===== src/sv/pwl_pkg.sv =====
// Package for the piecewise-linear table interpolator.
// Holds request, mode and status codes, arithmetic widths and the queue entry type; no dependencies.
package pwl_pkg;
  localparam logic REQ_LOAD  = 1'b0;
  localparam logic REQ_QUERY = 1'b1;
  localparam logic MODE_LIN  = 1'b0;
  localparam logic MODE_INV2 = 1'b1;
  localparam logic [1:0] ST_OK   = 2'd0;
  localparam logic [1:0] ST_DIV0 = 2'd1;
  localparam logic [1:0] ST_SAT  = 2'd2;
  localparam int NUM_W = 192;
  localparam int DEN_W = 128;
  localparam int Q_W   = 35;
  localparam int MA_W  = 128;
  localparam int MB_W  = 64;

  typedef struct packed {
    logic               req_type;
    logic [9:0]         point_index;
    logic signed [31:0] point_x;
    logic signed [31:0] point_y;
    logic signed [31:0] query_x;
    logic               interp_mode;
  } item_t;
endpackage


===== src/sv/pwl_queue.sv =====
// Two-entry queue between the front and the back of the interpolator.
// Depends on pwl_pkg for the item type.
module pwl_queue (
  input  logic          clk,
  input  logic          rst_n,
  input  logic          wr_valid,
  output logic          wr_ready,
  input  pwl_pkg::item_t wr_data,
  output logic          rd_valid,
  input  logic          rd_take,
  output pwl_pkg::item_t rd_data
);
  import pwl_pkg::*;
  item_t mem_r [2];
  logic wp_r, rp_r;
  logic [1:0] cnt_r;
  assign wr_ready = (cnt_r != 2'd2);
  assign rd_valid = (cnt_r != 2'd0);
  assign rd_data  = mem_r[rp_r];
  always_ff @(posedge clk) begin
    if (wr_valid && wr_ready) begin
      mem_r[wp_r] <= wr_data;
    end
    if (!rst_n) begin
      wp_r <= 1'b0; rp_r <= 1'b0; cnt_r <= 2'd0;
    end else begin
      if (wr_valid && wr_ready) wp_r <= ~wp_r;
      if (rd_take && rd_valid) rp_r <= ~rp_r;
      cnt_r <= cnt_r + 2'(wr_valid && wr_ready) - 2'(rd_take && rd_valid);
    end
  end
endmodule


===== config.mk =====
export PLATFORM = sky130hd
export DESIGN_NAME = pwl_queue
export DESIGN_NICKNAME = d
export VERILOG_FILES = /design/src/sv/pwl_pkg.sv /design/src/sv/pwl_queue.sv
export SDC_FILE = /design/constraint.sdc
export NUM_CORES = 1
export LEC_CHECK = 0
export ABC_AREA = 1
export BUFFER_PORTS_ARGS = -buffer_cell sky130_fd_sc_hd__buf_2
export CAP_MARGIN = 20
export CELL_PAD_IN_SITES_DETAIL_PLACEMENT = 1
export CELL_PAD_IN_SITES_GLOBAL_PLACEMENT = 1
export CORE_MARGIN = 5
export CORE_UTILIZATION = 41
export CTS_BUF_LIST = sky130_fd_sc_hd__clkbuf_8
export CTS_CLUSTER_SIZE = 16
export DETAILED_ROUTE_END_ITERATION = 8
export HOLD_SLACK_MARGIN = 0.08
export PLACE_DENSITY = 0.77
export SLEW_MARGIN = 30
export SYNTH_ARGS = -nofsm -noshare
export SYNTH_HDL_FRONTEND = slang
export SYNTH_SLANG_ARGS = --single-unit

===== constraint.sdc =====
create_clock -name clk -period 5.2 [get_ports clk]
set_input_delay 0.52 -clock clk [delete_from_list [all_inputs] [get_ports clk]]
set_output_delay 0.52 -clock clk [all_outputs]
set_load 0.005 [all_outputs]

# Yosys cells after proc, flatten, opt, wreduce, memory -nomap -nowiden
# Memory sizes are Yosys's and may differ from the RTL's. A register that Yosys moved wholly into a read port is not among the register bits.
# Index checks and enable logic that the tools add are counted.
# W data, S select, Z words.
[totals] ff_bits=4 latch_bits=0 ram_bits=216 rom_bits=0 in_bits=112 output_inout_bits=110 mem_count=1
[mem_list] name="mem_r" depth=2 width=108 rd=1 rd_clocked_by_memory_dff=1 write_ports=1 line_no="pwl_queue.sv:14" rtl="item_t mem_r [2];"
[classes] add_sub_neg=2 mul=0 div=0 magnitude_cmp=0 n_eq_ne=1 shifts=0 muxes=4 bitwise_logic=2 n_reduce_logical=3
[ops] op="$mux W1" n=4
[ops] op="$add A2 B1 Y2" n=1
[ops] op="$logic_and A1 B1 Y1" n=2
[ops] op="$ne A2 B2 Y1 const B" n=1
[ops] op="$not A1 Y1" n=2
[ops] op="$reduce_bool A2 Y1" n=1
[ops] op="$sub A2 B1 Y2" n=1

# Depth between registers and ports, before layout
[logic_depth] word_depth=4 ltp_mapped=11

# Least setup slack after synthesis
# No wires, ideal clock.
[synth_path] path_kind="input-to-reg" from="in wr_valid" to="mem mem_r[0][0] (netlist bit), enable pin" arrival_time_ns=5.083 t_required_ns=4.624 setup_slack_ns=-0.458 cell_stages=2 path_cell_list="nand2_1 nor2_1"
[synth_via] elab_chain_cells=3
[synth_rtl] item="start, declared" line_no="pwl_queue.sv:6" rtl="input logic wr_valid,"
[synth_rtl] item="$logic_and A1 B1 Y1" line_no="pwl_queue.sv:21" rtl="if (wr_valid && wr_ready) begin"
[synth_rtl] item="$mux W1" line_no="pwl_queue.sv:21"
[synth_rtl] item="$mux W1 (not written as such)" line_no="pwl_queue.sv:22" rtl="mem_r[wp_r] <= wr_data;"
[synth_rtl] item="end, declared" line_no="pwl_queue.sv:14"
# No other way between the ends.

==> summary by stage <==
Outcome
The run finished with clean final reports.

Setup path
The largest incremental delay on the critical path is around 0.67 ns. The type of the setup path with the least slack is reg2out. The endpoint class of the critical path is a primary output. The capturing point of the worst reg2reg path is mem_r[1][11].

The data arrival at the endpoint of the critical path is approximately 2.2 ns. For this design, the slowest cell found on the critical path is dfxtp_4. The startpoint class of the critical path is a flop. The signal on the critical path passes through buf_4 > mux2_2 > buf_2. The worst register-to-register path has a setup slack of between 2 and 3 ns.

For the worst flop-to-flop path, the logic depth is 5. Data on the critical path is required at its endpoint by around 4.7 ns. The startpoint identified for the worst register-to-register timing path is cnt_r[0]. The critical-path maximum fanout is 35.

Synth
The mean area per synthesized cell is 21.78 um^2. The most used flip-flop cell after synthesis is edfxtp_1. The sequential-to-total area share from yosys stat is between 80% and 90%.

The number of warnings printed during yosys synthesis is 0. The most instantiated library cell after synthesis is edfxtp_1. Summing the areas of all fa, ha and maj instances in the mapped netlist gives less than 1% of the synthesized area. The synthesized netlist contains 12 unique library cells. Multiplexer cells account for 15.94% of the synthesized area. The net count after synthesis is around 500. Counting flops with an async set or reset pin after synthesis yields a share of 0%.

The share of the synthesized netlist area taken by xor and xnor gates is 0%. By area the synthesized netlist is led by edfxtp_1 (80%), mux2_2 (12%), mux2_4 (3.7%). The top cell type by area accounts for roughly 80% of the synthesized area. After synthesis, the largest family of logic cells by area is multiplexers. The cell accounting for the most synthesized area is edfxtp_1. The flip-flop and latch count after synthesis is roughly 220. Summing every instance area after synthesis gives between 0.008 and 0.009 mm^2. Counting every instance in the synthesized netlist gives approximately 370. Counting instances in the post-synthesis netlist gives the leading cell types as edfxtp_1 (216), mux2_2 (88), mux2_4 (20), nand2_1 (9). The synthesized design contains 216 enable-type register cells. Summing the areas of all and, or, nand and nor instances in the mapped netlist gives 0.9728% of the synthesized area. The post-synthesis compound-gate area fraction is less than 1%.

Clock network
The post-cts gate resize count is 0. The clock transition time at the flip-flop clock pins of the worst setup and hold paths is roughly 0.060 ns. The clock sink total is about 220.

The number of buffers inserted to repair setup after CTS is 0. The TritonCTS clock tree is done. In this run, CTS created clock tree buffers numbering 37. The root buffer cell is clkbuf_8. The insertion delay to the later sink of the worst-skew pair is around 0.50 ns. CTS built an H-tree with a depth of 2. The longest clock path from root to sink contains 3 buffers. For this design, the CTS-stage hold fixing added 0 buffers.

Global route
The global router's overall resource usage is 15.01%. The global-route congestion overflow total is 0. The global-route wire length before repair is roughly 26 mm. The number of antenna violations at the first check in global routing is 4. The number of global-route vias before repair is around 4,900. The maximum number of pins on one net before global-route repair is 66.

Detailed routing
Summed over all layers, the routed wires come to 17.44 mm. Dividing the detail-routed via count by the number of cells gives roughly 4.7. For this run, design rule violations remaining after detail routing come to 0. For this run, the detailed router's first-pass iteration total came to 4.

The total vias in the final route is 4,315. The DRC marker count from the first detailed-route iteration is roughly 100. The post-detailed-route wirelength per cell is 19.04 um.

The post-detailed-route count of antenna-violating nets is 0.

Floorplanning
The number of ports placed on the die boundary is between 200 and 250. The core region is 0.01946 mm^2. The die boundary width is between 150 and 200 um.

In this run the vertical extent of the chip is 150.6 um. The cell row count is 51. The initial core utilization is about two fifths. The full die area is between 0.02 and 0.025 mm^2.

Finish
The multi-input gate area in the final layout is 0.001413 mm^2. Cells with a size suffix above 1 make up about 60% of the layout. The area taken by flip-flops and latches is between 0.006 and 0.007 mm^2. Compared with the post-synthesis result, the final layout area differs by 25.80%. After filler insertion, the fill cell instance count of the layout stands at about 1,900. The final-stage net count is approximately 740. The count of antenna diodes in the layout is 0.

Timing
Setup violations remaining at the end of the flow were counted as 0. The transition time at the pin with the least slew margin is 0.8793 ns. In the finished design, the share of the clock period the worst path needs comes to approximately 52%. Setup repair after global routing left no endpoint under its margin. The minimum period implied by the final worst setup slack is around 2.7 ns. The final worst-path setup slack is between 2 and 2.5 ns. The setup clock skew after layout is 0.01303 ns. The remaining max-slew budget at the tightest pin is between 40% and 50%.

The final max-slew violation count came to 0. The maximum achievable frequency is 370.2 MHz. The aggregate negative setup slack is 0 ns. The final count of hold timing violations came to 0.

Placement
Input and output buffers added on the ports amount to between 200 and 250. The weighted congestion at the end of routability-driven global placement is a little over 0.7. Before CTS, the worst setup slack after placement is around 2.7 ns. Once detailed placement completed, the half-perimeter wirelength came to 12.04 mm.

Power
The leakage component of the power is 0.003920 uW. The ratio of total power to cell area is 464.7 mW/mm^2. The worst voltage drop across the vdd grid is approximately 0.00025 V.

Run
The total of max-cap violations is 0.

Hold path
The launch point of the worst hold path is wr_data[76]. The path with the worst hold slack has its endpoint at mem_r[0][76]. Along the worst hold path, the cell count comes to 1. The min-delay analysis places its worst path in the category in2reg.
## where the power goes
part	switching (uW)	internal (uW)
combinational	495	510
clock	637	740
sequential	95.9	2260
## cell type report
| type | instances | area share [%] |
|---|---|---|
| inverter | 7 | 0.2823 |
| timing repair buffer | 226 | 11.42 |
| clock inverter | 26 | 1.277 |
| sequential | 221 | 64.65 |
| clock buffer | 39 | 5.266 |
| tap | 265 | 3.253 |
| multi-input combinational | 132 | 13.86 |
## worst max-delay path: cells and delay by family, from the launching register on
family   cells  cell delay [ns]
buf+inv      2             0.62
flops        1             0.67
mux          1             0.39
## kinds of logic after synthesis
group                      after synthesis
AOI/OAI and AO/OA                        2
adders and majority gates                2
and+or+nand+nor                         20
buffers and inverters                   19
DFF                                    221
muxes                                  108
## per-stage QoR
stage                     hold slack [ns]  utilization, %  area (um^2)  cells  total power [uW]
final                              0.2102           52.38        10190    916              4737
after global routing               0.1691           52.38        10190    916              5007
after CTS                          0.1671           52.38        10190    916              4824
after detailed placement           0.5099           48.95         9527    851              3427
after global placement             0.4880           48.81         9499    850              3351
after floorplan                    0.4675               -         8105    372              2972
## how the worst max path moves through the flow
stage / end / depth (start not counted)
final: rd_data[7] / 3
after global routing: rd_data[10] / 3
after CTS: rd_data[16] / 3
after detailed placement: mem_r[1][42] / 4
after global placement: rd_data[2] / 3
after floorplan: mem_r[0][0] / 2
## routing by layer
layer,share of wire (%),up-vias,global-route usage [%]
met5,0.34,-,0
met4,1.9,8,4.850
met3,8.2,40,5.509
met2,52,165,26.53
met1,38,2129,16.86
li1,-,1973,-
## registers in the layout, summed over array words and instances, names as in the netlist, named ones only
signal	count
cnt_r	2
mem_r	216
rp_r	1
wp_r	1
## placed cells by master, fill, tap and decap left out, drive strengths merged
| cell type | count |
|---|---|
| buf | 226 |
| edfxtp | 216 |
| mux2 | 108 |
| clkbuf | 39 |
| inv | 23 |
| nand2 | 9 |
| nor2 | 8 |
| clkinv | 8 |
| dfxtp | 5 |
| nand3 | 3 |
| a21oi | 2 |
| ha | 2 |
| bufinv | 1 |
| clkinvlp | 1 |
Note: power is estimated with default switching activity, not from simulation.
